$ cat config.mk
export PLATFORM = sky130hd
export DESIGN_NAME = modem_prefix_stream_demux_core
export DESIGN_NICKNAME = d
export VERILOG_FILES = /design/src/hw/rtl/mpsd_pkg.sv /design/src/hw/rtl/mpsd_queue.sv /design/src/hw/rtl/mpsd_front.sv /design/src/hw/rtl/mpsd_back.sv /design/src/hw/rtl/modem_prefix_stream_demux_core.sv
export SDC_FILE = /design/constraint.sdc
export NUM_CORES = 1
export LEC_CHECK = 0
export ABC_AREA = 1
export BUFFER_PORTS_ARGS = -buffer_cell sky130_fd_sc_hd__buf_2
export CORE_ASPECT_RATIO = 0.9
export CORE_MARGIN = 1
export CORE_UTILIZATION = 34
export CTS_CLUSTER_SIZE = 24
export DETAILED_ROUTE_END_ITERATION = 8
export PLACE_DENSITY = 0.46
export SLEW_MARGIN = 20
export SYNTH_ARGS = -nofsm -noshare
export SYNTH_HDL_FRONTEND = slang
export SYNTH_SLANG_ARGS = --single-unit
$ cat constraint.sdc
create_clock -name i_clk -period 5.07 [get_ports i_clk]
set_input_delay 0.7605 -clock i_clk [delete_from_list [all_inputs] [get_ports i_clk]]
set_output_delay 0.7605 -clock i_clk [all_outputs]
set_load 0.02 [all_outputs]
$ cat src/hw/rtl/mpsd_pkg.sv
// Shared types and constants for the modem prefix stream demux.
// No dependencies.
package mpsd_pkg;

    localparam int HOLD_DEPTH_DEF = 8;
    localparam int CMD_DEPTH_DEF  = 4;

    localparam logic [7:0] CH_PLUS = 8'h2B;
    localparam logic [7:0] CH_M    = 8'h4D;
    localparam logic [7:0] CH_I    = 8'h49;
    localparam logic [7:0] CH_P    = 8'h50;
    localparam logic [7:0] CH_R    = 8'h52;
    localparam logic [7:0] CH_U    = 8'h55;
    localparam logic [7:0] CH_T    = 8'h54;
    localparam logic [7:0] CH_CR   = 8'h0D;

    localparam logic [1:0] DEST_GENERAL = 2'd0;
    localparam logic [1:0] DEST_UDP     = 2'd1;
    localparam logic [1:0] DEST_TCP     = 2'd2;

    typedef enum logic [1:0] {
        CMD_PASS  = 2'd0,
        CMD_HOLD  = 2'd1,
        CMD_FLUSH = 2'd2
    } t_cmd_kind;

    typedef struct packed {
        t_cmd_kind   kind;
        logic [1:0]  dest;
        logic [7:0]  data;
    } t_cmd;

endpackage

$ cat src/hw/rtl/mpsd_queue.sv
// Short command queue between the classifier and the output sequencer.
// Depends on mpsd_pkg.
module mpsd_queue #(
    parameter int DEPTH = mpsd_pkg::CMD_DEPTH_DEF
) (
    input  logic          i_clk,
    input  logic          i_rst_n,
    input  logic          i_wr,
    input  mpsd_pkg::t_cmd i_wr_data,
    output logic          o_full,
    input  logic          i_rd,
    output logic          o_valid,
    output mpsd_pkg::t_cmd o_rd_data
);

    localparam int PW = (DEPTH > 1) ? $clog2(DEPTH) : 1;
    localparam int CW = $clog2(DEPTH + 1);

    mpsd_pkg::t_cmd r_mem [DEPTH];
    logic [PW-1:0] r_wr_ptr, n_wr_ptr;
    logic [PW-1:0] r_rd_ptr, n_rd_ptr;
    logic [CW-1:0] r_count, n_count;
    logic          do_wr, do_rd;

    assign o_full    = (r_count == CW'(DEPTH));
    assign o_valid   = (r_count != '0);
    assign o_rd_data = r_mem[r_rd_ptr];
    assign do_wr     = i_wr && !o_full;
    assign do_rd     = i_rd && o_valid;

    always_comb begin
        n_wr_ptr = r_wr_ptr;
        n_rd_ptr = r_rd_ptr;
        n_count  = r_count;
        if (do_wr) begin
            n_wr_ptr = (r_wr_ptr == PW'(DEPTH - 1)) ? '0 : PW'(r_wr_ptr + PW'(1));
        end
        if (do_rd) begin
            n_rd_ptr = (r_rd_ptr == PW'(DEPTH - 1)) ? '0 : PW'(r_rd_ptr + PW'(1));
        end
        if (do_wr && !do_rd) begin
            n_count = CW'(r_count + CW'(1));
        end else if (do_rd && !do_wr) begin
            n_count = CW'(r_count - CW'(1));
        end
    end

    always_ff @(posedge i_clk) begin
        if (!i_rst_n) begin
            r_wr_ptr <= '0;
            r_rd_ptr <= '0;
            r_count  <= '0;
        end else begin
            r_wr_ptr <= n_wr_ptr;
            r_rd_ptr <= n_rd_ptr;
            r_count  <= n_count;
        end
    end

    always_ff @(posedge i_clk) begin
        if (do_wr) begin
            r_mem[r_wr_ptr] <= i_wr_data;
        end
    end

endmodule

$ cat src/hw/rtl/mpsd_front.sv
// Classifier: tracks the +MIPR match and channel state, one command per byte.
// Depends on mpsd_pkg.
module mpsd_front (
    input  logic           i_clk,
    input  logic           i_rst_n,
    input  logic           i_take,
    input  logic [7:0]     i_byte,
    output mpsd_pkg::t_cmd o_cmd
);

    typedef enum logic [7:0] {
        MD_IDLE   = 8'b0000_0001,
        MD_PLUS   = 8'b0000_0010,
        MD_M      = 8'b0000_0100,
        MD_I      = 8'b0000_1000,
        MD_P      = 8'b0001_0000,
        MD_R      = 8'b0010_0000,
        MD_UDP    = 8'b0100_0000,
        MD_TCP    = 8'b1000_0000
    } t_mode;

    t_mode r_mode, n_mode;

    // partial-match step: hold and advance on the expected char, else flush to general
    function automatic logic step_ok(input logic [7:0] b, input logic [7:0] want);
        step_ok = (b == want);
    endfunction

    always_comb begin
        n_mode     = r_mode;
        o_cmd.kind = mpsd_pkg::CMD_PASS;
        o_cmd.dest = mpsd_pkg::DEST_GENERAL;
        o_cmd.data = i_byte;
        unique case (r_mode)
            MD_IDLE: begin
                if (i_byte == mpsd_pkg::CH_PLUS) begin
                    o_cmd.kind = mpsd_pkg::CMD_HOLD;
                    n_mode     = MD_PLUS;
                end
            end
            MD_PLUS: begin
                o_cmd.kind = step_ok(i_byte, mpsd_pkg::CH_M) ? mpsd_pkg::CMD_HOLD
                                                             : mpsd_pkg::CMD_FLUSH;
                n_mode     = step_ok(i_byte, mpsd_pkg::CH_M) ? MD_M : MD_IDLE;
            end
            MD_M: begin
                o_cmd.kind = step_ok(i_byte, mpsd_pkg::CH_I) ? mpsd_pkg::CMD_HOLD
                                                             : mpsd_pkg::CMD_FLUSH;
                n_mode     = step_ok(i_byte, mpsd_pkg::CH_I) ? MD_I : MD_IDLE;
            end
            MD_I: begin
                o_cmd.kind = step_ok(i_byte, mpsd_pkg::CH_P) ? mpsd_pkg::CMD_HOLD
                                                             : mpsd_pkg::CMD_FLUSH;
                n_mode     = step_ok(i_byte, mpsd_pkg::CH_P) ? MD_P : MD_IDLE;
            end
            MD_P: begin
                o_cmd.kind = step_ok(i_byte, mpsd_pkg::CH_R) ? mpsd_pkg::CMD_HOLD
                                                             : mpsd_pkg::CMD_FLUSH;
                n_mode     = step_ok(i_byte, mpsd_pkg::CH_R) ? MD_R : MD_IDLE;
            end
            MD_R: begin
                o_cmd.kind = mpsd_pkg::CMD_FLUSH;
                if (i_byte == mpsd_pkg::CH_U) begin
                    o_cmd.dest = mpsd_pkg::DEST_UDP;
                    n_mode     = MD_UDP;
                end else if (i_byte == mpsd_pkg::CH_T) begin
                    o_cmd.dest = mpsd_pkg::DEST_TCP;
                    n_mode     = MD_TCP;
                end else begin
                    n_mode     = MD_IDLE;
                end
            end
            MD_UDP: begin
                o_cmd.dest = mpsd_pkg::DEST_UDP;
                if (i_byte == mpsd_pkg::CH_CR) begin
                    n_mode = MD_IDLE;
                end
            end
            MD_TCP: begin
                o_cmd.dest = mpsd_pkg::DEST_TCP;
                if (i_byte == mpsd_pkg::CH_CR) begin
                    n_mode = MD_IDLE;
                end
            end
            default: begin
                n_mode = MD_IDLE;
            end
        endcase
    end

    always_ff @(posedge i_clk) begin
        if (!i_rst_n) begin
            r_mode <= MD_IDLE;
        end else if (i_take) begin
            r_mode <= n_mode;
        end
    end

endmodule

$ cat src/hw/rtl/mpsd_back.sv
// Output sequencer: holds prefix bytes, replays them on a flush, drives the result register.
// Depends on mpsd_pkg.
module mpsd_back #(
    parameter int HOLD_DEPTH = mpsd_pkg::HOLD_DEPTH_DEF
) (
    input  logic           i_clk,
    input  logic           i_rst_n,
    input  logic           i_cmd_valid,
    input  mpsd_pkg::t_cmd i_cmd,
    output logic           o_cmd_take,
    input  logic           i_pop,
    output logic           o_empty,
    output logic [1:0]     o_destination,
    output logic [7:0]     o_byte_out,
    output logic           o_last
);

    localparam int IW = $clog2(HOLD_DEPTH);
    localparam int CW = $clog2(HOLD_DEPTH + 1);

    typedef enum logic [1:0] {
        BK_READY = 2'b01,
        BK_FLUSH = 2'b10
    } t_bk_state;

    t_bk_state     r_state, n_state;
    logic [7:0]    r_hold [HOLD_DEPTH];
    logic [CW-1:0] r_cnt, n_cnt;
    logic [CW-1:0] r_len, n_len;
    logic [CW-1:0] r_idx, n_idx;
    logic [1:0]    r_fdest, n_fdest;
    logic          r_out_valid, n_out_valid;
    logic [1:0]    r_dest, n_dest;
    logic [7:0]    r_byte, n_byte;
    logic          r_last, n_last;
    logic          out_free, out_load, hold_wr, room;
    logic          flush_end;

    assign out_free  = !r_out_valid || i_pop;
    assign room      = (r_cnt < CW'(HOLD_DEPTH));
    assign flush_end = (CW'(r_idx + CW'(1)) == r_len);

    always_comb begin
        n_state    = r_state;
        n_cnt      = r_cnt;
        n_len      = r_len;
        n_idx      = r_idx;
        n_fdest    = r_fdest;
        n_dest     = r_dest;
        n_byte     = r_byte;
        n_last     = r_last;
        o_cmd_take = 1'b0;
        out_load   = 1'b0;
        hold_wr    = 1'b0;
        unique case (r_state)
            BK_READY: begin
                if (i_cmd_valid) begin
                    unique case (i_cmd.kind)
                        mpsd_pkg::CMD_PASS: begin
                            if (out_free) begin
                                o_cmd_take = 1'b1;
                                out_load   = 1'b1;
                                n_dest     = i_cmd.dest;
                                n_byte     = i_cmd.data;
                                n_last     = 1'b1;
                            end
                        end
                        mpsd_pkg::CMD_HOLD: begin
                            o_cmd_take = 1'b1;
                            hold_wr    = room;
                            n_cnt      = room ? CW'(r_cnt + CW'(1)) : r_cnt;
                        end
                        mpsd_pkg::CMD_FLUSH: begin
                            // trigger byte is stored too when there is room, then the whole store replays
                            o_cmd_take = 1'b1;
                            hold_wr    = room;
                            n_len      = room ? CW'(r_cnt + CW'(1)) : r_cnt;
                            n_idx      = '0;
                            n_cnt      = '0;
                            n_fdest    = i_cmd.dest;
                            n_state    = BK_FLUSH;
                        end
                        default: begin
                            o_cmd_take = 1'b1;
                        end
                    endcase
                end
            end
            BK_FLUSH: begin
                if (out_free) begin
                    out_load = 1'b1;
                    n_dest   = r_fdest;
                    n_byte   = r_hold[r_idx[IW-1:0]];
                    n_last   = flush_end;
                    n_idx    = CW'(r_idx + CW'(1));
                    if (flush_end) begin
                        n_state = BK_READY;
                    end
                end
            end
            default: begin
                n_state = BK_READY;
            end
        endcase
        n_out_valid = out_load ? 1'b1 : (i_pop ? 1'b0 : r_out_valid);
    end

    always_ff @(posedge i_clk) begin
        if (!i_rst_n) begin
            r_state     <= BK_READY;
            r_cnt       <= '0;
            r_idx       <= '0;
            r_len       <= '0;
            r_out_valid <= 1'b0;
        end else begin
            r_state     <= n_state;
            r_cnt       <= n_cnt;
            r_idx       <= n_idx;
            r_len       <= n_len;
            r_out_valid <= n_out_valid;
        end
    end

    always_ff @(posedge i_clk) begin
        r_fdest <= n_fdest;
        r_dest  <= n_dest;
        r_byte  <= n_byte;
        r_last  <= n_last;
        if (hold_wr) begin
            r_hold[r_cnt[IW-1:0]] <= i_cmd.data;
        end
    end

    assign o_empty       = !r_out_valid;
    assign o_destination = r_dest;
    assign o_byte_out    = r_byte;
    assign o_last        = r_last;

endmodule

$ cat src/hw/rtl/modem_prefix_stream_demux_core.sv
// Path: a pass-through byte goes into the command queue and then into the result register;
// the first word of a flush passes the queue, the flush state and then the result register.
// Throughput: one byte a cycle while passing through and popped; a flush keeps the output
// sequencer busy until it has replayed, and input stalls only once the command queue fills.
// The single result register sets the output rate at one result a cycle while it is popped.
// Reset (synchronous, active low) returns to idle general mode with empty queue and no
// held bytes; stored byte values are not cleared.
module modem_prefix_stream_demux_core #(
    parameter int HOLD_DEPTH = mpsd_pkg::HOLD_DEPTH_DEF,
    parameter int CMD_DEPTH  = mpsd_pkg::CMD_DEPTH_DEF
) (
    input  logic       i_clk,
    input  logic       i_rst_n,
    input  logic       push,
    output logic       full,
    input  logic [7:0] i_byte_in,
    output logic       empty,
    input  logic       pop,
    output logic [1:0] o_destination,
    output logic [7:0] o_byte_out,
    output logic       o_last
);

    mpsd_pkg::t_cmd front_cmd;
    mpsd_pkg::t_cmd q_cmd;
    logic           q_full, q_valid, q_take, take;

    assign full = q_full;
    assign take = push && !q_full;

    mpsd_front u_front (
        .i_clk   (i_clk),
        .i_rst_n (i_rst_n),
        .i_take  (take),
        .i_byte  (i_byte_in),
        .o_cmd   (front_cmd)
    );

    mpsd_queue #(
        .DEPTH (CMD_DEPTH)
    ) u_queue (
        .i_clk     (i_clk),
        .i_rst_n   (i_rst_n),
        .i_wr      (take),
        .i_wr_data (front_cmd),
        .o_full    (q_full),
        .i_rd      (q_take),
        .o_valid   (q_valid),
        .o_rd_data (q_cmd)
    );

    mpsd_back #(
        .HOLD_DEPTH (HOLD_DEPTH)
    ) u_back (
        .i_clk         (i_clk),
        .i_rst_n       (i_rst_n),
        .i_cmd_valid   (q_valid),
        .i_cmd         (q_cmd),
        .o_cmd_take    (q_take),
        .i_pop         (pop),
        .o_empty       (empty),
        .o_destination (o_destination),
        .o_byte_out    (o_byte_out),
        .o_last        (o_last)
    );

endmodule

==> results of run 1 <==
[cells by family after synthesis]
kind of cell	share of synthesized area (%)
muxes	2.31
xor gates and xnor gates	0.506
buffers and inverters	5.69
DFF	64.3
AOI/OAI and AO/OA	10.3
and+or+nand+nor	14.4
adders and majority gates	2.46
[state kept, by name, summed over array words and instances (netlist names), named ones only]
name / cells
u_queue.r_wr_ptr: 2
u_back.r_fdest: 2
u_back.o_last: 1
u_back.r_hold: 64
u_front.r_mode: 8
u_back.r_len: 4
u_back.o_byte_out: 8
u_back.r_cnt: 4
u_queue.r_count: 3
u_queue.r_mem: 48
u_back.r_out_valid: 1
u_back.r_idx: 4
u_back.o_destination: 2
u_back.r_state: 2
u_queue.r_rd_ptr: 2
[stage by stage]
stage / hold slack (ns) / area, um2
3_5_place_dp: 0.472 / 7320
4_1_cts: 0.483 / 7860
6_report: 0.482 / 7880
2_1_floorplan: 0.438 / 6930
3_3_place_gp: 0.463 / 7310
5_1_grt: 0.504 / 7880
[worst min-delay path by stage]
stage                                 end  slack (ns)  cells after the start
after floorplan                  register        0.44                      2
after detailed placement  u_back.r_len[0]        0.47                      2
after global placement    u_back.r_len[0]        0.46                      2
after global routing      u_back.r_len[1]        0.50                      2
after CTS                 u_back.r_len[0]        0.48                      2
final                     u_back.r_len[0]        0.48                      2
[area by class of cell]
cell class                      instances  area, um2  share of cell area (%)
Inverter                               79        297                    3.76
Sequential cell                       160       4460                    56.6
Tap cell                              255        319                    4.05
Timing Repair Buffer                   30        165                    2.10
Clock inverter                         14        118                    1.49
Multi-Input combinational cell        399       2090                    26.6
Clock buffer                           18        429                    5.45
[where the power goes]
part	leakage [uW]	internal [uW]	total, uW	switching [uW]
Combinational	0.00120	338	1190	848
Clock	0.000258	672	1180	512
Sequential	0.00143	1770	1860	92.8
Total	0.00289	2780	4230	1450
[worst register-to-register path: stages (launching register included)]
cell	delay (ns)
sky130_fd_sc_hd__dfxtp_1	0.30
sky130_fd_sc_hd__buf_4	0.20
sky130_fd_sc_hd__inv_1	0.51
sky130_fd_sc_hd__nand2_1	0.12
sky130_fd_sc_hd__a32oi_1	0.25
sky130_fd_sc_hd__inv_1	0.07
sky130_fd_sc_hd__ha_1	0.28
sky130_fd_sc_hd__nand2_1	0.13
sky130_fd_sc_hd__inv_1	0.11
sky130_fd_sc_hd__nand3_1	0.25
sky130_fd_sc_hd__nor2_1	0.61
[metal layers]
layer	global-route usage (%)	part of all wire (%)	wire length, um
met1	19.8	49	7350
met2	25.6	47	7090
met3	3.90	3.7	561
met4	5.50	0.92	140
met5	0	0	0
[cells in the final DEF (no fill, tap or decap), types with 9 or more instances in the layout]
cell                        count
sky130_fd_sc_hd__inv_1         78
sky130_fd_sc_hd__dfxtp_1       34
sky130_fd_sc_hd__nor3_1         9
sky130_fd_sc_hd__o211ai_1      16
sky130_fd_sc_hd__ha_1          12
sky130_fd_sc_hd__mux2i_1       16
sky130_fd_sc_hd__edfxtp_1     125
sky130_fd_sc_hd__o22ai_1        9
sky130_fd_sc_hd__buf_2         24
sky130_fd_sc_hd__nor2_1        78
sky130_fd_sc_hd__nand2_1      107
sky130_fd_sc_hd__o21ai_0       53
sky130_fd_sc_hd__clkbuf_16     17
sky130_fd_sc_hd__nand3_1       31
sky130_fd_sc_hd__a21oi_1       40
==> summary.json, run 1 <==
{
  "worstPathCellList": {"value": "buf_4 > inv_1 > nand2_1 > a32oi_1 > inv_1 > ha_1 > nand2_1 > inv_1 > nand3_1 > nor2_1"},
  "buffer_ports.inserted": {"value": 24},
  "timing.slew.headroom": {"value": 27.2, "unit": "%"},
  "cts.path.max_buffers": {"value": 2},
  "post-route-min-period": {"value": 3.20, "unit": "ns"},
  "synth_sequential_area_ratio": {"value": 64.3, "unit": "%"},
  "number_of_remaining_drc_errors": {"value": 2},
  "synth_area_leader_cell": {"value": "sky130_fd_sc_hd__edfxtp_1"},
  "cts.clk_slew.worst_paths": {"value": 0.06, "unit": "ns"},
  "syn_nets": {"value": 683},
  "timing.critical_path.depth": {"value": 10},
  "cp-endpoint": {"value": "u_back.r_hold[1][0]"},
  "initial_core_util": {"value": 34.7, "unit": "%"},
  "worst_pin_slew": {"value": 1.09, "unit": "ns"},
  "yosys.area.top_type_share": {"value": 54.2, "unit": "%"},
  "vias": {"value": 4589},
  "wl_per_cell": {"value": 15.9, "unit": "um"},
  "grt_start_max_net_pins": {"value": 49},
  "ff2ff_path_depth": {"value": 10},
  "cpLargestDelayFamily": {"value": "simple AND/OR/NAND/NOR gates"},
  "cts_num_sinks": {"value": 160},
  "cts_tree": {"value": "done"},
  "synthCells": {"value": 658},
  "synthTopCellsByArea": {"value": "sky130_fd_sc_hd__edfxtp_1, sky130_fd_sc_hd__dfxtp_1, sky130_fd_sc_hd__nand2_1"},
  "area_growth": {"value": 13.7, "unit": "%"},
  "insertion_delay": {"value": 0.42, "unit": "ns"},
  "path_max_fanout": {"value": 25},
  "worst_slack": {"value": 1.87, "unit": "ns"},
  "die_w": {"value": 152, "unit": "um"},
  "hp-class": {"value": "reg2reg"},
  "cts_stage_hold_buffer_count": {"value": 0},
  "first_drt_iteration_drcs": {"value": 336},
  "timing.clock.skew": {"value": 0.00862, "unit": "ns"},
  "fin_crit_sh": {"value": 63.1, "unit": "%"},
  "setup-tns-final": {"value": 0, "unit": "ns"},
  "remaining_number_of_nets_flagged_by_the_antenna_check_after_routing": {"value": 0},
  "power.static_leakage": {"value": 0.00289, "unit": "uW"},
  "rsz0062_at_grt": {"value": "false"},
  "critPathMostFrequentCell": {"value": "sky130_fd_sc_hd__inv_1"},
  "synth.cell_area": {"value": 6930, "unit": "um2"},
  "run_status": {"value": "finished with violations"},
  "die_area": {"value": 21000, "unit": "um2"},
  "rows": {"value": 49},
  "post-place-ws": {"value": 1.89, "unit": "ns"},
  "synth-edff-count": {"value": 125},
  "grt_pass1_wl": {"value": 24.2, "unit": "mm"},
  "worst-setup-path-type": {"value": "reg2reg"},
  "cts-buffers-inserted": {"value": 17},
  "synth_ff_type": {"value": "sky130_fd_sc_hd__edfxtp_1"},
  "startpoint_type": {"value": "register"},
  "yosysMostFrequentCell": {"value": "sky130_fd_sc_hd__edfxtp_1"},
  "design.final.nets": {"value": 712},
  "max_cap_violations": {"value": 0},
  "critical_path.endpoint_type": {"value": "register"},
  "post_route_insts_no_fill": {"value": 955},
  "timing.critical_path.slowest_stage_cell": {"value": "sky130_fd_sc_hd__nor2_1"},
  "critical_path_buf_inv_count": {"value": 4},
  "n_antenna_cell": {"value": 0},
  "syn-mean-instance-area": {"value": 10.5, "unit": "um2"},
  "grt_pass1_vias": {"value": 4592},
  "synth_commonest_cells": {"value": "sky130_fd_sc_hd__edfxtp_1, sky130_fd_sc_hd__nand2_1, sky130_fd_sc_hd__nor2_1, sky130_fd_sc_hd__inv_1, sky130_fd_sc_hd__o21ai_0"},
  "power": {"value": 4230, "unit": "uW"},
  "clock_tree.htree_level_count": {"value": 4},
  "numPlacedInstances": {"value": 922},
  "yosysWarnings": {"value": 0},
  "synthArstFlopShare": {"value": 0, "unit": "%"},
  "hold_path_startpoint": {"value": "u_back.r_len[0]"},
  "clock_tree.root_cell": {"value": "sky130_fd_sc_hd__clkbuf_16"},
  "critPathRequiredTime": {"value": 5.13, "unit": "ns"},
  "post_drt_via_cell_ratio": {"value": 4.81},
  "setup_slack_of_the_worst_register_to_register_path": {"value": 1.87, "unit": "ns"},
  "clock.fmax": {"value": 0.312, "unit": "GHz"},
  "maxSlewViolCount": {"value": 0},
  "layout.filler_cells": {"value": 1946},
  "cts.repair.resized": {"value": 0},
  "postSynthRegisterBits": {"value": 160},
  "grt.total_usage": {"value": 15.5, "unit": "%"},
  "violated_checks": {"value": "design-rule violations"},
  "cp_data_arrival_time": {"value": 3.26, "unit": "ns"},
  "post_cts_buffers": {"value": 0},
  "endpoint_of_the_worst_slack_reg_to_reg_timing_path": {"value": "u_back.r_hold[1][0]"},
  "globalplace.congestion": {"value": 0.840},
  "power_density": {"value": 537, "unit": "nW/um2"},
  "layout-drive-gt1-share": {"value": 10.0, "unit": "%"},
  "floorplan.io_pins": {"value": 25},
  "finish.utilization": {"value": 39.4, "unit": "%"},
  "timing.critical_path.slowest_cell_delay": {"value": 0.61, "unit": "ns"},
  "report.final.hold_viol_count": {"value": 0},
  "dp.final_hpwl": {"value": 10.6, "unit": "mm"},
  "core_area": {"value": 20000, "unit": "um2"},
  "setup_viol": {"value": 0},
  "antenna_found_initial": {"value": 0},
  "drt-pass1-iter-count": {"value": 7},
  "highest_ir_drop_seen_on_vdd": {"value": 0.220, "unit": "mV"},
  "global_route.overflow_total": {"value": 0},
  "die_y": {"value": 137, "unit": "um"},
  "routed_wl": {"value": 15.1, "unit": "mm"},
  "count_of_different_cell_masters_after_synthesis": {"value": 33}
}
(Power assumes the default switching activity.)
==> inputs of run 2 (changes only) <==
--- a/config.mk
+++ b/config.mk
@@ -12,7 +12,7 @@
 export CORE_UTILIZATION = 34
 export CTS_CLUSTER_SIZE = 24
 export DETAILED_ROUTE_END_ITERATION = 8
-export PLACE_DENSITY = 0.46
+export PLACE_DENSITY = 0.48
 export SLEW_MARGIN = 20
 export SYNTH_ARGS = -nofsm -noshare
 export SYNTH_HDL_FRONTEND = slang
==> constraint.sdc (replaced) <==
create_clock -name i_clk -period 2.6 [get_ports i_clk]
set_input_delay 0.39 -clock i_clk [delete_from_list [all_inputs] [get_ports i_clk]]
set_output_delay 0.39 -clock i_clk [all_outputs]
set_load 0.02 [all_outputs]
==> run 2 against run 1 <==
The flow still finishes with violations (design-rule violations). Fmax increased by 37%. Non-clock buffer count is 19 higher. Via count increased by 2.2%. Count of clock-buffer cells in the layout is the same. Die area unchanged. Utilization grew 0.86 points. Highest routed layer unchanged.
==> summary.json, run 2 (synthesized netlist as in run 1, its figures left out) <==
{
  "run_status": {"value": "finished with violations"},
  "violated_checks": {"value": "design-rule violations"},
  "power": {"value": 8420, "unit": "uW"},
  "die_w": {"value": 152, "unit": "um"},
  "worst_pin_slew": {"value": 0.875, "unit": "ns"},
  "power_density": {"value": 1050, "unit": "nW/um2"},
  "dp.final_hpwl": {"value": 9.91, "unit": "mm"},
  "timing.clock.skew": {"value": 0.00802, "unit": "ns"},
  "cts_tree": {"value": "done"},
  "wl_per_cell": {"value": 14.8, "unit": "um"},
  "grt_pass1_wl": {"value": 23.4, "unit": "mm"},
  "hold-path-cell-count": {"value": 1},
  "antenna_found_initial": {"value": 0},
  "first_drt_iteration_drcs": {"value": 258},
  "power.static_leakage": {"value": 0.00300, "unit": "uW"},
  "global_route.overflow_total": {"value": 0},
  "worst_hold_slack": {"value": 0.232, "unit": "ns"},
  "rsz0062_at_grt": {"value": "false"},
  "floorplan.io_pins": {"value": 25},
  "cts_num_sinks": {"value": 160},
  "endpoint_of_the_worst_slack_reg_to_reg_timing_path": {"value": "u_queue.r_count[2]"},
  "drt-pass1-iter-count": {"value": 9},
  "holdPathEnd": {"value": "u_queue.r_mem[1][6]"},
  "core_area": {"value": 20000, "unit": "um2"},
  "critPathRequiredTime": {"value": 2.96, "unit": "ns"},
  "max_cap_violations": {"value": 0},
  "cts.clk_slew.worst_paths": {"value": 0.07, "unit": "ns"},
  "path_max_fanout": {"value": 6},
  "n_antenna_cell": {"value": 0},
  "ff2ff_path_depth": {"value": 14},
  "setup_slack_of_the_worst_register_to_register_path": {"value": 0.27, "unit": "ns"},
  "design.final.nets": {"value": 731},
  "report.final.hold_viol_count": {"value": 0},
  "post-route-min-period": {"value": 2.33, "unit": "ns"},
  "clock.fmax": {"value": 0.430, "unit": "GHz"},
  "buffer_ports.inserted": {"value": 24},
  "final_common_cell": {"value": "sky130_fd_sc_hd__edfxtp_1"},
  "grt.total_usage": {"value": 14.7, "unit": "%"},
  "startpoint_type": {"value": "register"},
  "layout.cells.most_common_list": {"value": "sky130_fd_sc_hd__edfxtp_1, sky130_fd_sc_hd__nand2_1, sky130_fd_sc_hd__nor2_1, sky130_fd_sc_hd__inv_1, sky130_fd_sc_hd__o21ai_0"},
  "clock_tree.root_cell": {"value": "sky130_fd_sc_hd__clkbuf_16"},
  "number_of_remaining_drc_errors": {"value": 2},
  "cts.path.max_buffers": {"value": 2},
  "largest_register_ff_count": {"value": 64},
  "cp_data_arrival_time": {"value": 2.69, "unit": "ns"},
  "initial_core_util": {"value": 34.7, "unit": "%"},
  "timing.slew.headroom": {"value": 41.7, "unit": "%"},
  "remaining_number_of_nets_flagged_by_the_antenna_check_after_routing": {"value": 0},
  "post_drt_via_cell_ratio": {"value": 4.82},
  "fin_crit_sh": {"value": 89.5, "unit": "%"},
  "worst-setup-path-type": {"value": "reg2reg"},
  "layout-drive-gt1-share": {"value": 12.0, "unit": "%"},
  "clock_tree.htree_level_count": {"value": 4},
  "routed_wl": {"value": 14.4, "unit": "mm"},
  "die_y": {"value": 137, "unit": "um"},
  "hold_path_startpoint": {"value": "i_byte_in[6]"},
  "area_growth": {"value": 16.2, "unit": "%"},
  "layout.filler_cells": {"value": 1928},
  "setup-tns-final": {"value": 0, "unit": "ns"},
  "post_cts_buffers": {"value": 0},
  "hp-class": {"value": "in2reg"},
  "highest_ir_drop_seen_on_vdd": {"value": 0.470, "unit": "mV"},
  "maxSlewViolCount": {"value": 0},
  "die_area": {"value": 21000, "unit": "um2"},
  "cts.repair.resized": {"value": 0},
  "grt_pass1_vias": {"value": 4495},
  "insertion_delay": {"value": 0.43, "unit": "ns"},
  "setup_viol": {"value": 0},
  "grt_start_max_net_pins": {"value": 49},
  "globalplace.congestion": {"value": 0.922},
  "cts_stage_hold_buffer_count": {"value": 0},
  "cts-buffers-inserted": {"value": 17},
  "rows": {"value": 49},
  "vias": {"value": 4692},
  "critical_path.endpoint_type": {"value": "register"}
}
## run 2: through the flow
stage / setup WS, ns / utilization [%] / area, um2 / cells
global route: 0.0645 / 40.3 / 8050 / 974
floorplan: 0.0903 / - / 6930 / 658
global placement: 0.344 / 37.3 / 7460 / 942
detailed placement: 0.210 / 37.3 / 7460 / 942
finish: 0.272 / 40.3 / 8050 / 974
CTS: 0.175 / 40.3 / 8050 / 974
## run 2: how the worst max path moves through the flow
stage	startpoint	endpoint	slack, ns	depth (start not counted)
floorplan	register	u_back.o_byte_out[0]	0.09	9
global placement	register	u_queue.r_count[2]	0.34	14
detailed placement	register	u_queue.r_count[2]	0.21	14
CTS	register	u_queue.r_count[2]	0.18	14
global route	register	u_queue.r_count[2]	0.06	14
finish	register	u_queue.r_count[2]	0.27	14
## run 2: power breakdown
| part | switching (uW) | internal [uW] |
|---|---|---|
| clock | 1050 | 1430 |
| sequential | 159 | 3440 |
| combinational | 1610 | 739 |
| total | 2810 | 5610 |
## run 2: layout make-up
class | instances | area [um2] | area share (%)
Clock inverter | 14 | 156 | 1.94
Multi-Input combinational cell | 399 | 2080 | 25.9
Tap cell | 255 | 319 | 3.96
Sequential cell | 160 | 4450 | 55.3
Inverter | 79 | 297 | 3.68
Timing Repair Buffer | 49 | 308 | 3.82
Clock buffer | 18 | 429 | 5.33
## run 2: critical path, cell delays in order (launching register included)
cell and delay, ns:
sky130_fd_sc_hd__dfxtp_1 0.42, sky130_fd_sc_hd__inv_1 0.13, sky130_fd_sc_hd__nand2_1 0.08, sky130_fd_sc_hd__a32o_1 0.19
sky130_fd_sc_hd__ha_1 0.15, sky130_fd_sc_hd__inv_1 0.05, sky130_fd_sc_hd__o21ai_1 0.19, sky130_fd_sc_hd__ha_1 0.17
sky130_fd_sc_hd__inv_1 0.06, sky130_fd_sc_hd__fa_1 0.38, sky130_fd_sc_hd__nor2_1 0.12, sky130_fd_sc_hd__nor2_1 0.05
sky130_fd_sc_hd__nand2_1 0.07, sky130_fd_sc_hd__o21ai_0 0.07, sky130_fd_sc_hd__a21oi_1 0.13
## run 2: routing by layer
layer  part of all wire [%]  track usage (%)  vias to the layer above
li1                       -                -                     2366
met1                     48             18.4                     2223
met2                     47             24.6                       87
met3                    3.7             3.74                       16
met4                    1.4             5.27                        0
met5                      0                0                        -
==> inputs of run 3 (changes only) <==
--- a/config.mk
+++ b/config.mk
@@ -5,7 +5,7 @@
 export SDC_FILE = /design/constraint.sdc
 export NUM_CORES = 1
 export LEC_CHECK = 0
-export ABC_AREA = 1
+export ABC_AREA = 0
 export BUFFER_PORTS_ARGS = -buffer_cell sky130_fd_sc_hd__buf_2
 export CORE_ASPECT_RATIO = 0.9
 export CORE_MARGIN = 1
==> run 3 against run 2 <==
The run now ends clean. Fmax is 7.8% lower. Utilization up 0.72 points. Sequential power down 3%. Setup slack lost 0.20 ns. Final cell count is 21% lower. Largest cell class unchanged. Critical path depth shrank 3. Combinational power fell by 22%. Total power shrank 8.6%. Non-clock buffer count grew 6. Via count fell by 17%.
==> summary.json, run 3 <==
{
  "startpoint_type": {"value": "register"},
  "hp-class": {"value": "in2reg"},
  "vias": {"value": 3889},
  "synth_ff_type": {"value": "sky130_fd_sc_hd__edfxtp_1"},
  "floorplan.io_pins": {"value": 25},
  "clock.fmax": {"value": 0.396, "unit": "GHz"},
  "layout.filler_cells": {"value": 1789},
  "yosys.area_share.adder": {"value": 2.50, "unit": "%"},
  "p_sw_share": {"value": 28.4, "unit": "%"},
  "final_common_cell": {"value": "sky130_fd_sc_hd__edfxtp_1"},
  "worst_pin_slew": {"value": 0.562, "unit": "ns"},
  "grt_start_max_net_pins": {"value": 20},
  "cts_tree": {"value": "done"},
  "ff2ff_path_depth": {"value": 11},
  "layout.cells.most_common_list": {"value": "sky130_fd_sc_hd__edfxtp_1, sky130_fd_sc_hd__nor2_1, sky130_fd_sc_hd__dfxtp_1, sky130_fd_sc_hd__nand2_1, sky130_fd_sc_hd__buf_4"},
  "yosys.area.top_type_share": {"value": 55.2, "unit": "%"},
  "antenna_found_initial": {"value": 0},
  "met3_length": {"value": 550, "unit": "um"},
  "internal_power": {"value": 5510, "unit": "uW"},
  "timing.clock.skew": {"value": 0.0101, "unit": "ns"},
  "cp_data_arrival_time": {"value": 2.88, "unit": "ns"},
  "yosysWarnings": {"value": 0},
  "count_of_different_cell_masters_after_synthesis": {"value": 58},
  "grt_pass1_vias": {"value": 3899},
  "cp-endpoint": {"value": "u_queue.r_count[2]"},
  "die_w": {"value": 151, "unit": "um"},
  "syn-mean-instance-area": {"value": 14.8, "unit": "um2"},
  "wl_per_cell": {"value": 17.3, "unit": "um"},
  "power.static_leakage": {"value": 0.00272, "unit": "uW"},
  "die_area": {"value": 20600, "unit": "um2"},
  "synth-edff-count": {"value": 125},
  "synth-compound-area-share": {"value": 5.71, "unit": "%"},
  "synth_xor_xnor_area_share": {"value": 1.55, "unit": "%"},
  "setup_slack_of_the_worst_register_to_register_path": {"value": 0.07, "unit": "ns"},
  "setup_viol": {"value": 0},
  "post_drt_via_cell_ratio": {"value": 5.02},
  "run_status": {"value": "completed"},
  "route.met2.wl": {"value": 6.32, "unit": "mm"},
  "timing.slew.headroom": {"value": 62.5, "unit": "%"},
  "maxUsedRoutingLayer": {"value": "met4"},
  "grt_pass1_wl": {"value": 21.2, "unit": "mm"},
  "yosysMostFrequentCell": {"value": "sky130_fd_sc_hd__edfxtp_1"},
  "insertion_delay": {"value": 0.42, "unit": "ns"},
  "clock_tree.root_cell": {"value": "sky130_fd_sc_hd__clkbuf_16"},
  "remaining_number_of_nets_flagged_by_the_antenna_check_after_routing": {"value": 0},
  "drt-pass1-iter-count": {"value": 4},
  "grt.total_usage": {"value": 14.1, "unit": "%"},
  "layout-drive-gt1-share": {"value": 24.4, "unit": "%"},
  "wl_met1": {"value": 6.32, "unit": "mm"},
  "buffer_ports.inserted": {"value": 24},
  "seq_power_share": {"value": 45.1, "unit": "%"},
  "global_route.overflow_total": {"value": 0},
  "synth_sequential_area_ratio": {"value": 65.5, "unit": "%"},
  "highest_ir_drop_seen_on_vdd": {"value": 0.501, "unit": "mV"},
  "largest_register_ff_count": {"value": 64},
  "synthArstFlopShare": {"value": 0, "unit": "%"},
  "critPathRequiredTime": {"value": 2.95, "unit": "ns"},
  "fin_area": {"value": 7950, "unit": "um2"},
  "synthTopCellsByArea": {"value": "sky130_fd_sc_hd__edfxtp_1, sky130_fd_sc_hd__dfxtp_1, sky130_fd_sc_hd__mux4_2"},
  "combinational_power_share": {"value": 23.6, "unit": "%"},
  "dp.final_hpwl": {"value": 8.99, "unit": "mm"},
  "synth.area.mux_share": {"value": 11.6, "unit": "%"},
  "synth_top_family_by_area": {"value": "multiplexers"},
  "worst-setup-path-type": {"value": "reg2reg"},
  "core_area": {"value": 19400, "unit": "um2"},
  "synthCells": {"value": 458},
  "synth.cell_area": {"value": 6800, "unit": "um2"},
  "routed_wl": {"value": 13.4, "unit": "mm"},
  "power": {"value": 7700, "unit": "uW"},
  "power_density": {"value": 968, "unit": "nW/um2"},
  "cts.path.max_buffers": {"value": 2},
  "path_max_fanout": {"value": 3},
  "critical_path.endpoint_type": {"value": "register"},
  "design.final.nets": {"value": 536},
  "yosys.area_share.simple": {"value": 10.5, "unit": "%"},
  "rows": {"value": 48},
  "cts_stage_hold_buffer_count": {"value": 0},
  "postSynthRegisterBits": {"value": 160},
  "clock_tree.htree_level_count": {"value": 4},
  "maxSlewViolCount": {"value": 0},
  "synth_area_leader_cell": {"value": "sky130_fd_sc_hd__edfxtp_1"},
  "placed_area": {"value": 7340, "unit": "um2"},
  "globalplace.congestion": {"value": 0.806},
  "post-route-min-period": {"value": 2.53, "unit": "ns"},
  "switching_power": {"value": 2190, "unit": "uW"},
  "die_y": {"value": 136, "unit": "um"},
  "cts.clk_slew.worst_paths": {"value": 0.06, "unit": "ns"},
  "syn_nets": {"value": 483},
  "area_growth": {"value": 17.0, "unit": "%"},
  "report.final.hold_viol_count": {"value": 0},
  "cts-buffers-inserted": {"value": 17},
  "first_drt_iteration_drcs": {"value": 201},
  "endpoint_of_the_worst_slack_reg_to_reg_timing_path": {"value": "u_queue.r_count[2]"},
  "clock_power_share": {"value": 31.2, "unit": "%"},
  "synth_commonest_cells": {"value": "sky130_fd_sc_hd__edfxtp_1, sky130_fd_sc_hd__nor2_1, sky130_fd_sc_hd__dfxtp_1, sky130_fd_sc_hd__nand2_1, sky130_fd_sc_hd__mux4_2"},
  "initial_core_util": {"value": 35.0, "unit": "%"},
  "number_of_remaining_drc_errors": {"value": 0},
  "n_antenna_cell": {"value": 0},
  "fin_crit_sh": {"value": 97.1, "unit": "%"},
  "max_cap_violations": {"value": 0},
  "cts_num_sinks": {"value": 160}
}
## run 3: how the worst min path moves through the flow
| stage | slack (ns) | startpoint | endpoint | depth (start not counted) |
|---|---|---|---|---|
| 3_5_place_dp | 0.48 | u_queue.r_rd_ptr[0] | register | 2 |
| 4_1_cts | 0.22 | i_rst_n | u_front.r_mode[0] | 2 |
| 2_1_floorplan | 0.45 | u_queue.r_rd_ptr[0] | register | 2 |
| 6_report | 0.24 | i_rst_n | u_front.r_mode[0] | 2 |
| 3_3_place_gp | 0.48 | u_back.r_state[1] | u_back.r_state[1] | 1 |
| 5_1_grt | 0.22 | i_rst_n | u_front.r_mode[0] | 2 |
## run 3: per-layer routing
metal	global-route usage (%)	up-vias
li1	-	1853
met1	18.5	1943
met2	22.7	79
met3	3.52	14
met4	4.72	0
met5	0	-
## run 3: cell type report
class	instances	area (um2)	share of cell area (%)
clock inverters	7	45.0	0.567
multi-input cells	263	2190	27.6
flip-flops and latches	160	4460	56.1
inverters	14	52.6	0.661
repair buffers	55	353	4.44
well taps	250	313	3.93
clock buffers	25	537	6.75
## run 3: kinds of logic after synthesis
group / after synthesis
adder cells (fa/ha/maj): 13
AND/OR/NAND/NOR: 134
AO/OA/AOI/OAI: 60
flip-flops: 160
buffers and inverters: 35
XOR/XNOR: 12
multiplexers: 44
## run 3: worst max-delay path, stage by stage, from the launching register on
cell	delay (ns)
sky130_fd_sc_hd__dfxtp_4	0.36
sky130_fd_sc_hd__mux4_2	0.51
sky130_fd_sc_hd__inv_1	0.07
sky130_fd_sc_hd__ha_2	0.16
sky130_fd_sc_hd__nand2_1	0.08
sky130_fd_sc_hd__nand2_2	0.12
sky130_fd_sc_hd__ha_4	0.14
sky130_fd_sc_hd__inv_1	0.05
sky130_fd_sc_hd__fa_1	0.37
sky130_fd_sc_hd__xor2_1	0.17
sky130_fd_sc_hd__or3_1	0.31
sky130_fd_sc_hd__a21oi_1	0.12
## run 3: stage by stage
step / TNS [ns] / std cells / utilization, % / setup WS (ns) / hold slack [ns]
after floorplan: -0.0530 / 458 / - / -0.0530 / 0.453
after global routing: -0.00233 / 774 / 41.0 / -0.00233 / 0.219
after global placement: 0 / 740 / 37.9 / 0.0779 / 0.484
final: 0 / 774 / 41.0 / 0.0741 / 0.236
after CTS: 0 / 772 / 40.9 / 0.00999 / 0.221
after detailed placement: 0 / 740 / 37.9 / 0.0222 / 0.481
## run 3: what timing repair did
item,4_1_cts,5_1_grt
gates resized for setup,0,1
buffers inserted,0,2
hold endpoints to repair,0,0
endpoints found under the setup margin,0,1
## run 3: power by group through the flow
stage / Sequential (uW) / Combinational (uW) / Clock, uW
after floorplan: 3610 / 1130 / 0
after CTS: 3480 / 1790 / 2460
after global placement: 3520 / 1740 / 0
final: 3480 / 1820 / 2400
after global routing: 3510 / 2020 / 2580
after detailed placement: 3530 / 1780 / 0
